### src/sv/hl2d_pkg.sv
// ----------------------------------------------------------------------------
// hl2d_pkg
// Shared constants, types and arithmetic helpers of the 2D Haar lifting block.
// ----------------------------------------------------------------------------
package hl2d_pkg;

  localparam int TILE_SIDE = 16;
  localparam int FRAC_BITS = 8;
  localparam int CELLS     = TILE_SIDE * TILE_SIDE;
  localparam int AW        = $clog2(CELLS);
  localparam int LW        = $clog2(TILE_SIDE) + 1;
  localparam int VW        = 24;

  localparam logic CMD_LOAD = 1'b0;
  localparam logic CMD_READ = 1'b1;
  localparam logic DIR_FWD  = 1'b0;
  localparam logic DIR_INV  = 1'b1;

  typedef logic signed [VW-1:0] val_t;
  typedef logic [AW-1:0]        addr_t;

  // controller to datapath
  typedef struct packed {
    logic       load_we;
    addr_t      load_addr;
    logic       rd_en;
    logic       rd_bank;
    addr_t      rd_addr;
    logic [1:0] quad_slot;
    logic       wr_en;
    logic       wr_bank;
    addr_t      wr_addr;
    logic [1:0] wr_slot;
    logic       inv;
    logic       carry;
  } ctl_t;

  function automatic val_t sat24(input logic signed [VW+2:0] x);
    logic signed [VW+2:0] hi;
    logic signed [VW+2:0] lo;
    hi = (VW+3)'(signed'(24'sh7FFFFF));
    lo = (VW+3)'(signed'(-24'sh800000));
    if (x > hi) return 24'sh7FFFFF;
    if (x < lo) return -24'sh800000;
    return x[VW-1:0];
  endfunction

endpackage

### src/sv/hl2d_ctrl.sv
// ----------------------------------------------------------------------------
// hl2d_ctrl
// Sequencer for loading, level-by-level lifting and ordered read-out.
// ----------------------------------------------------------------------------
module hl2d_ctrl (
  input  logic           clk_i,
  input  logic           rst_ni,
  input  logic           in_valid_i,
  input  logic           in_cmd_i,
  input  logic           dir_i,
  output logic           in_ready_o,
  output logic           out_valid_o,
  output logic           out_last_o,
  input  logic           out_ready_i,
  output logic           out_cap_o,
  output hl2d_pkg::ctl_t ctl_o
);
  import hl2d_pkg::*;

  typedef enum logic [2:0] {
    S_IDLE, S_RD, S_WR, S_CARRY, S_NEXT, S_OUT, S_OWAIT
  } state_e;

  state_e state_q;
  logic [AW:0] load_cnt_q;
  addr_t       read_cnt_q;
  logic        ready_q, res_bank_q, inv_q, src_q;
  logic [LW-1:0] lvl_q;
  addr_t       grp_q;
  logic [2:0]  sub_q;
  logic [AW:0] cidx_q;
  logic        ovld_q, olast_q;

  logic [LW-1:0] side, half;
  addr_t row, col, gsz;
  addr_t qaddr [4];
  addr_t gaddr [4];
  logic [AW:0] area;
  logic acc;

  always_comb begin
    side = LW'(1) << lvl_q;
    half = side >> 1;
    gsz  = AW'(half) * AW'(half);
    area = (AW+1)'(side) * (AW+1)'(side);
    row  = AW'(grp_q >> (lvl_q - 1'b1)) << 1;
    col  = AW'(grp_q & (AW'(half) - 1'b1)) << 1;
    qaddr[0] = AW'(row * AW'(side) + col);
    qaddr[1] = qaddr[0] + 1'b1;
    qaddr[2] = qaddr[0] + AW'(side);
    qaddr[3] = qaddr[2] + 1'b1;
    gaddr[0] = grp_q;
    gaddr[1] = grp_q + gsz;
    gaddr[2] = grp_q + AW'(2 * gsz);
    gaddr[3] = grp_q + AW'(3 * gsz);
  end

  assign acc         = in_valid_i && in_ready_o;
  assign in_ready_o  = state_q == S_IDLE;
  assign out_valid_o = ovld_q;
  assign out_last_o  = olast_q;
  assign out_cap_o   = (state_q == S_OWAIT) && (!ovld_q || out_ready_i);

  always_comb begin
    ctl_o = '0;
    ctl_o.inv = inv_q;
    ctl_o.load_we = acc && in_cmd_i == CMD_LOAD;
    ctl_o.load_addr = load_cnt_q[AW-1:0];
    ctl_o.rd_bank = src_q;
    ctl_o.wr_bank = !src_q;
    ctl_o.quad_slot = sub_q[1:0];
    ctl_o.wr_slot = sub_q[1:0];
    case (state_q)
      S_RD: begin
        ctl_o.rd_en = 1'b1;
        ctl_o.rd_addr = inv_q ? gaddr[sub_q[1:0]] : qaddr[sub_q[1:0]];
      end
      S_WR: begin
        ctl_o.wr_en = 1'b1;
        ctl_o.wr_addr = inv_q ? qaddr[sub_q[1:0]] : gaddr[sub_q[1:0]];
      end
      S_CARRY: begin
        ctl_o.rd_en = sub_q[0] == 1'b0;
        ctl_o.rd_addr = cidx_q[AW-1:0];
        ctl_o.quad_slot = 2'd0;
        ctl_o.wr_en = sub_q[0] == 1'b1;
        ctl_o.wr_addr = cidx_q[AW-1:0];
        ctl_o.wr_slot = 2'd0;
        ctl_o.carry = 1'b1;
      end
      default: begin
        ctl_o.rd_bank = res_bank_q;
        ctl_o.rd_addr = read_cnt_q;
      end
    endcase
  end

  always_ff @(posedge clk_i or negedge rst_ni) begin
    if (!rst_ni) begin
      state_q <= S_IDLE; load_cnt_q <= '0; read_cnt_q <= '0; ready_q <= 1'b0;
      res_bank_q <= 1'b0; inv_q <= 1'b0; src_q <= 1'b0; lvl_q <= '0;
      grp_q <= '0; sub_q <= '0; cidx_q <= '0; ovld_q <= 1'b0; olast_q <= 1'b0;
    end else begin
      if (out_cap_o) ovld_q <= 1'b1;
      else if (out_ready_i) ovld_q <= 1'b0;
      case (state_q)
        S_IDLE: if (acc) begin
          if (in_cmd_i == CMD_LOAD) begin
            ready_q <= 1'b0;
            read_cnt_q <= '0;
            if (load_cnt_q == (AW+1)'(CELLS - 1)) begin
              load_cnt_q <= '0;
              inv_q <= dir_i;
              src_q <= 1'b0;
              lvl_q <= (dir_i == DIR_INV) ? LW'(1) : LW'(LW - 1);
              grp_q <= '0; sub_q <= '0;
              state_q <= S_RD;
            end else load_cnt_q <= load_cnt_q + 1'b1;
          end else if (ready_q) state_q <= S_OUT;
        end
        S_RD: begin
          if (sub_q == 3'd3) begin
            sub_q <= '0; state_q <= S_WR;
          end else sub_q <= sub_q + 1'b1;
        end
        S_WR: begin
          if (sub_q == 3'd3) begin
            sub_q <= '0;
            if (grp_q == gsz - 1'b1) begin
              grp_q <= '0; cidx_q <= area; state_q <= S_CARRY;
            end else begin
              grp_q <= grp_q + 1'b1; state_q <= S_RD;
            end
          end else sub_q <= sub_q + 1'b1;
        end
        S_CARRY: begin
          if (cidx_q >= (AW+1)'(CELLS)) state_q <= S_NEXT;
          else if (sub_q[0]) begin
            sub_q <= '0;
            cidx_q <= cidx_q + 1'b1;
          end else sub_q <= 3'd1;
        end
        S_NEXT: begin
          src_q <= !src_q;
          sub_q <= '0;
          if (inv_q ? (lvl_q == LW'(LW - 1)) : (lvl_q == LW'(1))) begin
            res_bank_q <= !src_q; ready_q <= 1'b1; state_q <= S_IDLE;
          end else begin
            lvl_q <= inv_q ? lvl_q + 1'b1 : lvl_q - 1'b1;
            state_q <= S_RD;
          end
        end
        S_OUT: state_q <= S_OWAIT;
        S_OWAIT: if (out_cap_o) begin
          olast_q <= read_cnt_q == AW'(CELLS - 1);
          read_cnt_q <= read_cnt_q + 1'b1;
          if (read_cnt_q == AW'(CELLS - 1)) ready_q <= 1'b0;
          state_q <= S_IDLE;
        end
        default: state_q <= S_IDLE;
      endcase
    end
  end

  a_ready_idle: assert property (@(posedge clk_i) disable iff (!rst_ni)
    in_ready_o |-> state_q == S_IDLE) else $error("ready while busy");
  a_last_clears: assert property (@(posedge clk_i) disable iff (!rst_ni)
    (out_cap_o && read_cnt_q == AW'(CELLS - 1)) |=> !ready_q)
    else $error("results still pending after last");
  a_no_wr_bank_clash: assert property (@(posedge clk_i) disable iff (!rst_ni)
    ctl_o.wr_en |-> ctl_o.wr_bank != ctl_o.rd_bank) else $error("bank clash");
endmodule
### config.mk
export PLATFORM = sky130hd
export DESIGN_NAME = hl2d_ctrl
export DESIGN_NICKNAME = d
export VERILOG_FILES = /design/src/sv/hl2d_pkg.sv /design/src/sv/hl2d_ctrl.sv
export SDC_FILE = /design/constraint.sdc
export NUM_CORES = 1
export LEC_CHECK = 0
export BUFFER_PORTS_ARGS = -buffer_cell sky130_fd_sc_hd__buf_4
export CELL_PAD_IN_SITES_DETAIL_PLACEMENT = 0
export CELL_PAD_IN_SITES_GLOBAL_PLACEMENT = 1
export CORE_MARGIN = 2
export CORE_UTILIZATION = 32
export CTS_CLUSTER_DIAMETER = 50
export DETAILED_ROUTE_END_ITERATION = 6
export HOLD_SLACK_MARGIN = 0.1
export PLACE_DENSITY = 0.66
export REMOVE_ABC_BUFFERS = 1
export SLEW_MARGIN = 20
export SYNTH_ARGS = -nofsm -noshare
export SYNTH_HDL_FRONTEND = slang
export SYNTH_SLANG_ARGS = --single-unit
export TNS_END_PERCENT = 5
### constraint.sdc
create_clock -name clk_i -period 7 [get_ports clk_i]
set_clock_uncertainty 0.05 [all_clocks]
set_input_delay 0 -clock clk_i [delete_from_list [all_inputs] [get_ports clk_i]]
set_output_delay 0 -clock clk_i [all_outputs]
set_load 0.01 [all_outputs]
==> run_results.csv <==
group,metric,value,unit
synthesis,synth_ff_type,"dfrtp_1",
cells_and_area,antenna_cells,0,
synthesis,synth-seq-area-share,0.189,
floorplanning,dieArea,0.0223,sq mm
floorplanning,start_util,0.324,
cells_and_area,regArea,0.00128,sq mm
setup_path,crit_path_end_kind,"primary output",
floorplanning,core_area,0.0208,sq mm
synthesis,syn-cell-area,0.00674,sq mm
synthesis,synth_area_leader_cell,"dfrtp_1",
clock_network,clkTransAtPathRegs,0.08,ns
sta,finalSetupViolCount,0,
global_route,antenna_found_initial,0,
setup_path,arrival,6.58,ns
clock_network,cts_max_level,2,
floorplanning,die_h,149,microns
synthesis,synth_cell_types,72,
clock_network,clock_sinks,51,
setup_path,cp-start-kind,"register",
sta,drv_slew,0,
synthesis,synthTopCellsByCount,"86 x nand2_1, 76 x ha_1, 76 x nor2_1, 54 x o21ai_0, 53 x inv_1",
place,port_buffers,44,
synthesis,ys_seq_elements,51,
detailed_routing,drtPass1Iterations,5,
sta,clock.fmax,0.151,GHz
synthesis,synth_top_area_share,0.189,
power_and_ir_drop,p_switching,1.23,mW
synthesis,async_flop_share,1.00,
clock_network,cts_tree,"yes",
place,place.detailed.hpwl,14700,microns
power_and_ir_drop,clockPowerShare,0.122,
setup_path,path_max_fanout,11,
global_route,grt_start_max_net_pins,52,
synthesis,synth_edf_count,0,
detailed_routing,drt_iter0_markers,428,
cells_and_area,drive_above_1_share,0.134,
clock_network,cts_buffers,5,
power_and_ir_drop,power.internal,1.23,mW
cells_and_area,multiInputGateArea,0.00511,sq mm
clock_network,clk_path_buf_depth,2,
worst_hold_path,min-delay-path-class,"in2async",
global_route,grt_pass1_wl,30100,microns
outcome,outcome,"completed",
detailed_routing,ant_nets,0,
clock_network,insertion_delay,0.30,ns
sta,worstMarginPinSlew,0.851,ns
job,drv_cap,0,
power_and_ir_drop,p_per_area,323,mW/mm^2
power_and_ir_drop,total_power,2.46,mW
setup_path,crit_type,"reg2out",
floorplanning,num_rows,53,
sta,relSlewSlack,0.428,
sta,holdWs,0.238,ns
detailed_routing,wl_per_cell,16.4,microns
floorplanning,io_pins,45,
detailed_routing,vias,5789,
detailed_routing,routed_wl,18600,microns
synthesis,yosys_warnings,0,
cells_and_area,layout.nets,966,
global_route,grt_pass1_vias,5524,
power_and_ir_drop,power.leakage,3.56,nW
sta,min_period_over_period,0.947,
setup_path,crit_required,6.95,ns
global_route,gr-total-overflow,0,
detailed_routing,viasPerCell,5.08,
synthesis,synth_cells,816,
power_and_ir_drop,p_seq_frac,0.184,
synthesis,synth.top_cells.by_area,"dfrtp_1 19%, ha_1 14%, fa_1 5.9%",
cells_and_area,syn2layout_area_growth,13.0,%
sta,finalCriticalPeriod,6.63,ns
synthesis,syn_avg_cell_area,8.26,sq um
clock_network,root_buffer,"clkbuf_16",
sta,finalHoldViolations,0,
global_route,track_usage,0.171,
power_and_ir_drop,ir_drop,0.148,mV
power_and_ir_drop,p_comb_frac,0.694,
floorplanning,dieWidth,149,microns
cells_and_area,n_fill_cell,2245,
detailed_routing,drc,0,
place,gp_congestion,0.884,
power_and_ir_drop,power_switching_share,0.501,
synthesis,synth.most_common_cell,"nand2_1",
[worst max-delay path, cell delays in order, from the launching register on]
cell	delay, ns
dfrtp_2	0.51
clkinvlp_4	0.22
ha_1	0.24
nor3b_2	0.17
xor2_2	0.29
buf_4	0.18
nor3b_1	0.04
o21ai_1	0.28
nor2_1	0.12
fa_1	0.53
fa_1	0.52
fa_1	0.49
ha_1	0.34
xor2_1	0.17
ha_1	0.31
o21a_1	0.12
o31a_1	0.12
a21oi_2	0.22
o21ai_0	0.16
xor2_1	0.19
o31ai_1	0.34
xor2_1	0.27
mux2i_1	0.11
o211ai_1	0.18
buf_4	0.15
[flip-flops by register name, summed over array words and instances (netlist names)]
name / flops
read_cnt_q: 8
ready_q: 1
out_valid_o: 1
lvl_q: 5
cidx_q: 9
src_q: 1
sub_q: 3
grp_q: 8
state_q: 3
res_bank_q: 1
inv_q: 1
load_cnt_q: 9
out_last_o: 1
[kinds of logic after synthesis]
| group | count (synthesis) | synth area share |
|---|---|---|
| muxes | 29 | 0.0577 |
| other | 2 | 0.00111 |
| DFF | 51 | 0.189 |
| adders and majority gates | 96 | 0.200 |
| AOI/OAI and AO/OA | 188 | 0.179 |
| and+or+nand+nor | 276 | 0.200 |
| buffers and inverters | 100 | 0.0694 |
| xor gates and xnor gates | 74 | 0.103 |
[through the flow]
stage / cells / setup TNS [ns] / worst slack [ns] / util / instance area (sq um)
finish: 1140 / 0 / 0.368 / 0.366 / 7620
global route: 1140 / -0.00579 / -0.00579 / 0.366 / 7620
CTS: 1139 / 0 / 0.0530 / 0.364 / 7580
detailed placement: 1127 / 0 / 0.199 / 0.353 / 7360
global placement: 1127 / 0 / 0.306 / 0.353 / 7360
floorplan: 792 / 0 / 0.557 / - / 6560
[area by class of cell]
cell class / count / area share
clock buffer: 6 / 0.0182
multi-input combinational: 687 / 0.671
tap: 275 / 0.0452
timing repair buffer: 65 / 0.0654
inverter: 54 / 0.0271
sequential: 51 / 0.168
clock inverter: 2 / 0.00509
[cells in the final DEF, fill, tap and decap left out, types with 24 or more instances in the layout]
cell and instances:
nand2_1 86, ha_1 75, nor2_1 76, a21oi_1 47
xor2_1 27, conb_1 24, buf_4 61, dfrtp_1 50
o21ai_0 52, nand3_1 25, inv_1 52, xnor2_1 41
[worst paths after layout]
check / startpoint / end / slack, ns / cells past startpoint
worst max-delay path: lvl_q[1]$_DFFE_PN0P_ / ctl_o[23] / 0.37 / 24
worst min-delay path: rst_ni / load_cnt_q[4]$_DFFE_PN0P_ / 0.24 / 2
worst max register to register: lvl_q[2]$_DFFE_PN0P_ / cidx_q[0]$_DFFE_PN0P_ / 1.98 / 17
worst min register to register: sub_q[2]$_DFFE_PN0P_ / sub_q[2]$_DFFE_PN0P_ / 0.44 / 1
max in group asynchronous: rst_ni / lvl_q[1]$_DFFE_PN0P_ / 6.16 / 2
min in group clk_i: in_valid_i / inv_q$_DFFE_PN0P_ / 0.27 / 4
[routing by layer]
layer	share of wire	vias up	track usage	routed length, microns
li1	-	2903	-	-
met1	0.49	2782	0.247	9150
met2	0.47	89	0.281	8720
met3	0.031	15	0.0162	585
met4	0.010	0	0.0286	191
met5	0	-	0	0
[power groups by stage]
stage / sequential (mW) / combinational [mW] / clock, mW
final: 0.453 / 1.71 / 0.299
after global routing: 0.466 / 1.91 / 0.317
after CTS: 0.450 / 1.69 / 0.306
after detailed placement: 0.454 / 1.67 / 0
after global placement: 0.455 / 1.67 / 0
after floorplan: 0.487 / 1.10 / 0
[repair_timing]
action                                  4_1_cts  5_1_grt
buffers inserted                              0        1
resized for setup                             4        6
endpoints found under the hold margin        56        0
pin swaps                                     0        0
endpoints found under the setup margin        4        6
hold buffers                                  4        0
(Power assumes the default switching activity.)
